--- config.mk ---
export PLATFORM = sky130hd
export DESIGN_NAME = keyboard_scancode_to_ascii_fifo
export DESIGN_NICKNAME = d
export VERILOG_FILES = /design/src/rtl/kbd_pkg.sv /design/src/rtl/kbd_decode.sv /design/src/rtl/kbd_fifo.sv /design/src/rtl/keyboard_scancode_to_ascii_fifo.sv
export SDC_FILE = /design/constraint.sdc
export NUM_CORES = 2
export LEC_CHECK = 0
export BUFFER_PORTS_ARGS = -buffer_cell sky130_fd_sc_hd__buf_2
export CAP_MARGIN = 30
export CORE_MARGIN = 2
export CORE_UTILIZATION = 45
export CTS_CLUSTER_DIAMETER = 40
export DETAILED_ROUTE_END_ITERATION = 6
export MAX_ROUTING_LAYER = met4
export SLEW_MARGIN = 20
export SYNTH_ARGS = -nofsm -noshare
export SYNTH_HDL_FRONTEND = slang
export SYNTH_SLANG_ARGS = --single-unit
--- constraint.sdc ---
create_clock -name clk_i -period 34 [get_ports clk_i]
set_clock_uncertainty 0.05 [all_clocks]
set_input_delay 1.7 -clock clk_i [delete_from_list [all_inputs] [get_ports clk_i]]
set_output_delay 1.7 -clock clk_i [all_outputs]
set_load 0.02 [all_outputs]
--- src/rtl/kbd_pkg.sv ---
package kbd_pkg;

  localparam int unsigned FIFO_DEPTH = 256;
  localparam int unsigned PtrW       = (FIFO_DEPTH > 2) ? $clog2(FIFO_DEPTH) : 1;
  localparam int unsigned LvlW       = 8;
  localparam int unsigned CharW      = 7;

  localparam logic [7:0] KEY_LSHIFT_DOWN = 8'h2A;
  localparam logic [7:0] KEY_RSHIFT_DOWN = 8'h36;
  localparam logic [7:0] KEY_LSHIFT_UP   = 8'hAA;
  localparam logic [7:0] KEY_RSHIFT_UP   = 8'hB6;
  localparam logic [7:0] KEY_CAPS_DOWN   = 8'h3A;

  localparam logic CMD_SCAN = 1'b0;
  localparam logic CMD_READ = 1'b1;

  typedef struct packed {
    logic       cmd;
    logic [7:0] scan_code;
  } kbd_in_t;

  typedef struct packed {
    logic [CharW-1:0] char_out;
    logic             char_valid;
    logic [LvlW-1:0]  chars_waiting;
    logic             char_dropped;
  } kbd_out_t;

  // per-word fifo status toward the result register
  typedef struct packed {
    logic            popped;
    logic            dropped;
    logic [LvlW-1:0] level;
  } kbd_fifo_stat_t;

  function automatic logic [CharW-1:0] map_lower(input logic [5:0] code);
    logic [7:0] c;
    case (code)
      6'h02: c = "1";
      6'h03: c = "2";
      6'h04: c = "3";
      6'h05: c = "4";
      6'h06: c = "5";
      6'h07: c = "6";
      6'h08: c = "7";
      6'h09: c = "8";
      6'h0A: c = "9";
      6'h0B: c = "0";
      6'h0C: c = "-";
      6'h0D: c = "=";
      6'h0E: c = 8'h08;
      6'h0F: c = 8'h09;
      6'h10: c = "q";
      6'h11: c = "w";
      6'h12: c = "e";
      6'h13: c = "r";
      6'h14: c = "t";
      6'h15: c = "y";
      6'h16: c = "u";
      6'h17: c = "i";
      6'h18: c = "o";
      6'h19: c = "p";
      6'h1A: c = "[";
      6'h1B: c = "]";
      6'h1C: c = 8'h0A;
      6'h1E: c = "a";
      6'h1F: c = "s";
      6'h20: c = "d";
      6'h21: c = "f";
      6'h22: c = "g";
      6'h23: c = "h";
      6'h24: c = "j";
      6'h25: c = "k";
      6'h26: c = "l";
      6'h27: c = ";";
      6'h28: c = 8'h27;
      6'h29: c = 8'h60;
      6'h2B: c = 8'h5C;
      6'h2C: c = "z";
      6'h2D: c = "x";
      6'h2E: c = "c";
      6'h2F: c = "v";
      6'h30: c = "b";
      6'h31: c = "n";
      6'h32: c = "m";
      6'h33: c = ",";
      6'h34: c = ".";
      6'h35: c = "/";
      6'h37: c = "*";
      6'h39: c = 8'h20;
      default: c = 8'h00;
    endcase
    return c[CharW-1:0];
  endfunction

  function automatic logic [CharW-1:0] map_upper(input logic [5:0] code);
    logic [7:0] c;
    case (code)
      6'h02: c = "!";
      6'h03: c = "@";
      6'h04: c = "#";
      6'h05: c = "$";
      6'h06: c = "%";
      6'h07: c = "^";
      6'h08: c = "&";
      6'h09: c = "*";
      6'h0A: c = "(";
      6'h0B: c = ")";
      6'h0C: c = "_";
      6'h0D: c = "+";
      6'h0E: c = 8'h08;
      6'h0F: c = 8'h09;
      6'h10: c = "Q";
      6'h11: c = "W";
      6'h12: c = "E";
      6'h13: c = "R";
      6'h14: c = "T";
      6'h15: c = "Y";
      6'h16: c = "U";
      6'h17: c = "I";
      6'h18: c = "O";
      6'h19: c = "P";
      6'h1A: c = "{";
      6'h1B: c = "}";
      6'h1C: c = 8'h0A;
      6'h1E: c = "A";
      6'h1F: c = "S";
      6'h20: c = "D";
      6'h21: c = "F";
      6'h22: c = "G";
      6'h23: c = "H";
      6'h24: c = "J";
      6'h25: c = "K";
      6'h26: c = "L";
      6'h27: c = ":";
      6'h28: c = 8'h22;
      6'h29: c = "~";
      6'h2B: c = "|";
      6'h2C: c = "Z";
      6'h2D: c = "X";
      6'h2E: c = "C";
      6'h2F: c = "V";
      6'h30: c = "B";
      6'h31: c = "N";
      6'h32: c = "M";
      6'h33: c = "<";
      6'h34: c = ">";
      6'h35: c = "?";
      6'h37: c = "*";
      6'h39: c = 8'h20;
      default: c = 8'h00;
    endcase
    return c[CharW-1:0];
  endfunction

endpackage

--- src/rtl/kbd_decode.sv ---
module kbd_decode import kbd_pkg::*; (
  input  logic             clk_i,
  input  logic             rst_ni,
  input  logic             accept_i,
  input  kbd_in_t          item_i,
  output logic [CharW-1:0] key_char_o
);

  logic shift_q, shift_d;
  logic caps_q, caps_d;
  logic is_scan;

  assign is_scan = accept_i && (item_i.cmd == CMD_SCAN);

  always_comb begin
    shift_d = shift_q;
    caps_d  = caps_q;
    if (is_scan) begin
      if (item_i.scan_code == KEY_LSHIFT_DOWN || item_i.scan_code == KEY_RSHIFT_DOWN) begin
        shift_d = 1'b1;
      end else if (item_i.scan_code == KEY_LSHIFT_UP ||
                   item_i.scan_code == KEY_RSHIFT_UP) begin
        shift_d = 1'b0;
      end else if (item_i.scan_code == KEY_CAPS_DOWN) begin
        caps_d = ~caps_q;
      end
    end
  end

  // release codes and codes 0x40 and up give no character; shift and caps
  // make codes have zero table entries
  always_comb begin
    if (item_i.scan_code[7:6] != 2'b00) begin
      key_char_o = '0;
    end else if (shift_q ^ caps_q) begin
      key_char_o = map_upper(item_i.scan_code[5:0]);
    end else begin
      key_char_o = map_lower(item_i.scan_code[5:0]);
    end
  end

  always_ff @(posedge clk_i or negedge rst_ni) begin
    if (!rst_ni) begin
      shift_q <= 1'b0;
      caps_q  <= 1'b0;
    end else begin
      shift_q <= shift_d;
      caps_q  <= caps_d;
    end
  end

endmodule

--- src/rtl/kbd_fifo.sv ---
module kbd_fifo import kbd_pkg::*; (
  input  logic             clk_i,
  input  logic             rst_ni,
  input  logic             push_i,
  input  logic [CharW-1:0] push_data_i,
  input  logic             pop_i,
  output logic [CharW-1:0] rd_data_o,
  output kbd_fifo_stat_t   stat_o
);

  localparam logic [LvlW-1:0] FullLvl = LvlW'(FIFO_DEPTH - 1);
  localparam logic [PtrW-1:0] LastPtr = PtrW'(FIFO_DEPTH - 1);

  logic [CharW-1:0] mem_q [FIFO_DEPTH];
  logic [CharW-1:0] rd_data_q;
  logic [PtrW-1:0]  wr_ptr_q, wr_ptr_d;
  logic [PtrW-1:0]  rd_ptr_q, rd_ptr_d;
  logic [LvlW-1:0]  count_q, count_d;
  logic             empty, full, push_ok, pop_ok, drop;

  assign empty   = (count_q == '0);
  assign full    = (count_q == FullLvl);
  assign push_ok = push_i && !full;
  assign pop_ok  = pop_i && !empty;
  assign drop    = push_i && full;

  always_comb begin
    wr_ptr_d = wr_ptr_q;
    rd_ptr_d = rd_ptr_q;
    if (push_ok) begin
      wr_ptr_d = (wr_ptr_q == LastPtr) ? '0 : wr_ptr_q + PtrW'(1);
    end
    if (pop_ok) begin
      rd_ptr_d = (rd_ptr_q == LastPtr) ? '0 : rd_ptr_q + PtrW'(1);
    end
    count_d = count_q + LvlW'(push_ok) - LvlW'(pop_ok);
  end

  assign stat_o.popped  = pop_ok;
  assign stat_o.dropped = drop;
  assign stat_o.level   = count_d;
  assign rd_data_o      = rd_data_q;

  // read and write never hit the same slot: a pop needs a nonempty fifo
  always_ff @(posedge clk_i) begin
    if (push_ok) begin
      mem_q[wr_ptr_q] <= push_data_i;
    end
    if (pop_ok) begin
      rd_data_q <= mem_q[rd_ptr_q];
    end
  end

  always_ff @(posedge clk_i or negedge rst_ni) begin
    if (!rst_ni) begin
      wr_ptr_q <= '0;
      rd_ptr_q <= '0;
      count_q  <= '0;
    end else begin
      wr_ptr_q <= wr_ptr_d;
      rd_ptr_q <= rd_ptr_d;
      count_q  <= count_d;
    end
  end

  a_level_range: assert property (@(posedge clk_i) disable iff (!rst_ni)
    count_q <= FullLvl) else $error("fifo level above capacity");

  a_empty_ptrs: assert property (@(posedge clk_i) disable iff (!rst_ni)
    (count_q == '0) == (wr_ptr_q == rd_ptr_q)) else $error("level and pointers disagree");

  a_drop_full: assert property (@(posedge clk_i) disable iff (!rst_ni)
    drop |=> (count_q == FullLvl)) else $error("fifo left full state after drop");

  a_pop_level: assert property (@(posedge clk_i) disable iff (!rst_ni)
    pop_ok |=> (count_q == $past(count_q) - LvlW'(1))) else $error("pop did not lower level");

endmodule

--- src/rtl/keyboard_scancode_to_ascii_fifo.sv ---
// channel  | ports                   | handshake
// ---------+-------------------------+---------------------------------------
// input    | start, busy, item_i     | word taken at edge with start & !busy
// result   | valid_o, result_o       | one-cycle strobe, word taken at its end
//
// one word accepted every cycle; busy stays low
// each result appears on the cycle right after its word is accepted
// the latency is set by the registered read port of the character memory
// reset (rst_ni low, asynchronous) clears flags, pointers, level and strobe
// the receiver cannot stall, so no result is ever held back
module keyboard_scancode_to_ascii_fifo import kbd_pkg::*; (
  input  logic     clk_i,
  input  logic     rst_ni,
  input  logic     start,
  output logic     busy,
  input  kbd_in_t  item_i,
  output logic     valid_o,
  output kbd_out_t result_o
);

  logic             accept;
  logic [CharW-1:0] key_char;
  logic             push, pop;
  logic [CharW-1:0] rd_data;
  kbd_fifo_stat_t   stat;
  kbd_fifo_stat_t   res_q;
  logic             valid_q;

  // every word completes in a single pass, so input is always open
  assign busy   = 1'b0;
  assign accept = start && !busy;

  // shift and caps tracking plus table lookup
  kbd_decode u_decode (
    .clk_i      (clk_i),
    .rst_ni     (rst_ni),
    .accept_i   (accept),
    .item_i     (item_i),
    .key_char_o (key_char)
  );

  // a scan word pushes only a nonzero character; a read word pops
  assign push = accept && (item_i.cmd == CMD_SCAN) && (key_char != '0);
  assign pop  = accept && (item_i.cmd == CMD_READ);

  kbd_fifo u_fifo (
    .clk_i       (clk_i),
    .rst_ni      (rst_ni),
    .push_i      (push),
    .push_data_i (key_char),
    .pop_i       (pop),
    .rd_data_o   (rd_data),
    .stat_o      (stat)
  );

  // result register, side by side with the memory read register
  always_ff @(posedge clk_i or negedge rst_ni) begin
    if (!rst_ni) begin
      valid_q <= 1'b0;
    end else begin
      valid_q <= accept;
    end
  end

  always_ff @(posedge clk_i) begin
    if (accept) begin
      res_q <= stat;
    end
  end

  // popped character only when the read found data, else zero
  assign valid_o                = valid_q;
  assign result_o.char_out      = res_q.popped ? rd_data : '0;
  assign result_o.char_valid    = res_q.popped;
  assign result_o.chars_waiting = res_q.level;
  assign result_o.char_dropped  = res_q.dropped;

endmodule

==> impl_results.rst <==
.. list-table::
   :header-rows: 1

   * - Metric
     - Value
   * - Area of all sequential standard cells
     - 55000 µm²
   * - Minimum period implied by the final worst setup slack
     - between 6 and 7 ns
   * - Period Utilization, post-route
     - 0.188
   * - Yosys synthesis warning count
     - 0
   * - Number of global-route vias before repair
     - ~35000
   * - Worst hold slack after final layout
     - 0.447 ns
   * - Post-synth ARST share
     - 0.0147
   * - Combined buffer and inverter count along the critical path
     - 4
   * - Number of remaining DRC errors
     - 0
   * - CTS tree
     - yes
   * - Number of filler cells placed in the layout
     - 12800
   * - Initial Util
     - 0.453
   * - Most frequent standard cell in the layout excluding fill and tap cells
     - sky130_fd_sc_hd__edfxtp_1
   * - First-pass iteration count of the detailed router
     - 5
   * - Number of placed cells counting well taps
     - roughly 5500
   * - Cell-by-cell listing of the critical path
     - buf_4 -> buf_12 -> buf_4 -> buf_4 -> mux4_2 -> mux4_2 -> a22o_1 -> a221oi_1 -> nor3_1 -> or4_1
   * - Setup fix buffers added after clock tree synthesis
     - 0
   * - HPWL after detailed placement
     - 98400 µm
   * - Stage delay of the slowest cell on the critical path
     - about 0.85 ns
   * - Finished Layout Cells
     - between 5000 and 6000
   * - Power density normalized to cell area
     - about 80 nW/µm²
   * - Post-synthesis to final-layout area growth
     - 13.9%
   * - Worst Setup Slack post-DPL
     - 26.91 ns
   * - Worst skew pair latency
     - 0.84 ns
   * - Global-route total usage across every layer
     - 0.213
   * - DR WL/cell
     - slightly below 30 µm
   * - Arrival time worst endpoint
     - between 6 and 7 ns
   * - Die area
     - 167000 µm²
   * - Worst relative slew slack
     - 0.227
   * - Number of placement rows
     - between 100 and 150
   * - Remaining global-route overflow
     - 0
   * - Commonest cells after routing, fill and taps aside
     - 1809 x sky130_fd_sc_hd__edfxtp_1, 556 x sky130_fd_sc_hd__mux4_2, 213 x sky130_fd_sc_hd__clkbuf_16
   * - Crit-path most repeated cell
     - sky130_fd_sc_hd__buf_4
   * - Residual antenna-violating net count after detailed routing
     - 0
   * - Layout Nets
     - 3574
   * - Final weighted congestion in routability-driven placement
     - slightly above 0.8
   * - Endpoint class of the critical path
     - flop
   * - CTS H-tree depth
     - 4
   * - Fin. max-slew vios
     - 0
   * - Largest delay contributor family on the critical path
     - buffers and inverters
   * - Cell depth of the worst hold path
     - 1
   * - Hold crit path type
     - flop to flop
   * - Number of buffer cells added on primary ports
     - 29
   * - Main synth FF type
     - sky130_fd_sc_hd__edfxtp_1
   * - Core Box Area
     - ~160000 µm²
   * - Count of hold buffers inserted by post-cts repair
     - 0
   * - Largest voltage drop on the vdd net
     - roughly 0.10 mV
   * - Number of maximum-capacitance constraint violations
     - 0
   * - Seq/Total Area, Yosys
     - 0.747
   * - Post-synth EDFFs
     - 1809
   * - I/O pin total
     - 31
   * - Average via count per standard cell
     - between 5 and 6
   * - Die extent in y
     - 408 µm
   * - Final number of hold-violating endpoints
     - 0
   * - Number of distinct library cells after synthesis
     - 74
   * - Final worst slack
     - ~28 ns
   * - Required time reported for the critical path endpoint
     - approximately 35 ns
   * - Post-synthesis area per instance
     - roughly 22 µm²
   * - First-pass GRT wire length
     - between 200000 and 300000 µm
   * - Maximum number of pins on one net before global-route repair
     - around 190
   * - Net Count, Synth
     - between 3000 and 4000
   * - Wirelength, routed
     - between 150000 and 200000 µm
   * - Crit path depth
     - 10
   * - Clock-pin slew on the worst setup and hold paths
     - approximately 0.060 ns
   * - Status
     - complete, no violations
   * - Footprint of the multi-input gates
     - 17500 µm²
   * - Pleak
     - about 26 nW
   * - Worst Tran Pin Value
     - between 1 and 1.5 ns
   * - # resized after CTS
     - 0
   * - Total CTS buffers
     - roughly 210
   * - Highest-delay cell along the critical path
     - sky130_fd_sc_hd__dfrtp_4
   * - Number of DRC markers in iteration 0
     - between 3000 and 4000
   * - Vias
     - about 35000
   * - Number of setup violations in the final report
     - 0
   * - R2r worst-path depth
     - 10
   * - Seq cells post-synth
     - roughly 1800
   * - Area of the mapped netlist
     - between 70000 and 80000 µm²
   * - Buffers from clock root to sink, at most
     - 3
   * - Top fanout value on the critical path
     - 86
   * - CTS Root Buffer Type
     - sky130_fd_sc_hd__clkbuf_16
   * - Setup TNS
     - 0 ns
   * - Share of layout cells above drive strength 1
     - 0.337
   * - Setup Crit Path Kind
     - flop to flop
   * - Cell count after synthesis
     - ~3300
   * - Achievable clock frequency
     - about 160 MHz
   * - Initial antenna violation count
     - 3
   * - Setup repair after global routing missed its margin
     - false
   * - Clock sink count
     - about 1800
   * - Final core area utilization
     - 0.516
   * - Chip width
     - a little over 400 µm
   * - Startpoint types
     - flop
[metal layers]
layer / vias to the layer above / wire length, µm / share of wire / track usage
met2: 1360 / 82800 / 0.48 / 0.326
met4: 0 / 3810 / 0.022 / 0.0541
met3: 247 / 11400 / 0.066 / 0.0368
met5: - / 0 / 0 / -
met1: 19000 / 74100 / 0.43 / 0.301
li1: 14600 / - / - / -
[cell type report]
| cell class | instances | share of cell area |
|---|---|---|
| diodes | 1 | 0.0000298 |
| clock buffers | 230 | 0.0643 |
| clock inverters | 161 | 0.0205 |
| inverters | 27 | 0.00121 |
| multi-input cells | 1249 | 0.209 |
| flip-flops and latches | 1836 | 0.656 |
| well taps | 2175 | 0.0325 |
| repair buffers | 206 | 0.0167 |
[state kept, by name, indices dropped and copies added, names as in the netlist]
register          count
u_fifo.mem_q       1792
result_o             10
u_decode.shift_q      1
u_fifo.count_q        8
u_fifo.rd_data_o      7
u_fifo.rd_ptr_q       8
u_decode.caps_q       1
u_fifo.wr_ptr_q       8
valid_o               1
[worst reg2reg max path: cells and delay by family, from the launching register on]
| family | cells | cell delay (ns) |
|---|---|---|
| multiplexers | 2 | 1.11 |
| AND/OR/NAND/NOR | 2 | 0.59 |
| flip-flops | 1 | 0.85 |
| buffers and inverters | 4 | 2.92 |
| AO/OA/AOI/OAI | 2 | 0.61 |
[logic make-up (layout without fill, tap and decap cells)]
group | count (synthesis) | in the layout | synth area share
flip-flops | 1836 | 1836 | 0.747
multiplexers | 581 | 581 | 0.174
AND/OR/NAND/NOR | 443 | 443 | 0.0363
buffers and inverters | 263 | 624 | 0.0183
AO/OA/AOI/OAI | 174 | 174 | 0.0166
adder cells (fa/ha/maj) | 34 | 34 | 0.00588
XOR/XNOR | 16 | 16 | 0.00190
other | 1 | 2 | 0.0000510
[cell usage after synthesis (11+ instances only)]
cell type / instances / area, µm²
sky130_fd_sc_hd__a21oi_1: 40 / 200
sky130_fd_sc_hd__a22oi_1: 31 / 233
sky130_fd_sc_hd__and2_1: 11 / 68.8
sky130_fd_sc_hd__buf_2: 62 / 310
sky130_fd_sc_hd__buf_4: 21 / 158
sky130_fd_sc_hd__buf_6: 27 / 304
sky130_fd_sc_hd__clkbuf_1: 118 / 443
sky130_fd_sc_hd__dfrtp_1: 27 / 676
sky130_fd_sc_hd__edfxtp_1: 1809 / 54300
sky130_fd_sc_hd__ha_1: 33 / 413
sky130_fd_sc_hd__inv_1: 26 / 97.6
sky130_fd_sc_hd__mux2i_1: 15 / 150
sky130_fd_sc_hd__mux4_2: 556 / 12500
sky130_fd_sc_hd__nand2_1: 48 / 180
sky130_fd_sc_hd__nand2b_1: 11 / 68.8
sky130_fd_sc_hd__nand3_1: 18 / 90.1
sky130_fd_sc_hd__nor2_1: 47 / 176
sky130_fd_sc_hd__nor2b_1: 16 / 100
sky130_fd_sc_hd__nor3_1: 162 / 811
sky130_fd_sc_hd__nor3_2: 85 / 851
sky130_fd_sc_hd__o21ai_0: 25 / 125
[power by group]
part           total [W]  switching (W)  internal [W]
Sequential       0.00259      0.0000706       0.00252
Combinational    0.00169       0.000921      0.000765
Clock            0.00228       0.000933       0.00135
Total            0.00656        0.00193       0.00464
[worst paths after layout]
kind / slack, ns / end / from
max: 27.60 / u_fifo.rd_data_o[4] / u_fifo.rd_ptr_q[0]
min: 0.45 / u_decode.caps_q / u_decode.caps_q
max reg2reg: 27.60 / u_fifo.rd_data_o[4] / u_fifo.rd_ptr_q[0]
min reg2reg: 0.45 / u_decode.caps_q / u_decode.caps_q
max in group asynchronous: 32.38 / u_fifo.rd_ptr_q[2] / rst_ni
min in group asynchronous: 0.89 / u_fifo.count_q[2] / rst_ni
[metrics by stage]
stage,power [W],cell area (µm²)
final,0.00656,83800
after global routing,0.00678,83800
after CTS,0.00663,83500
after detailed placement,0.00435,76400
after global placement,0.00434,75900
after floorplan,0.00382,73600
Note: power is estimated with default switching activity, not from simulation.
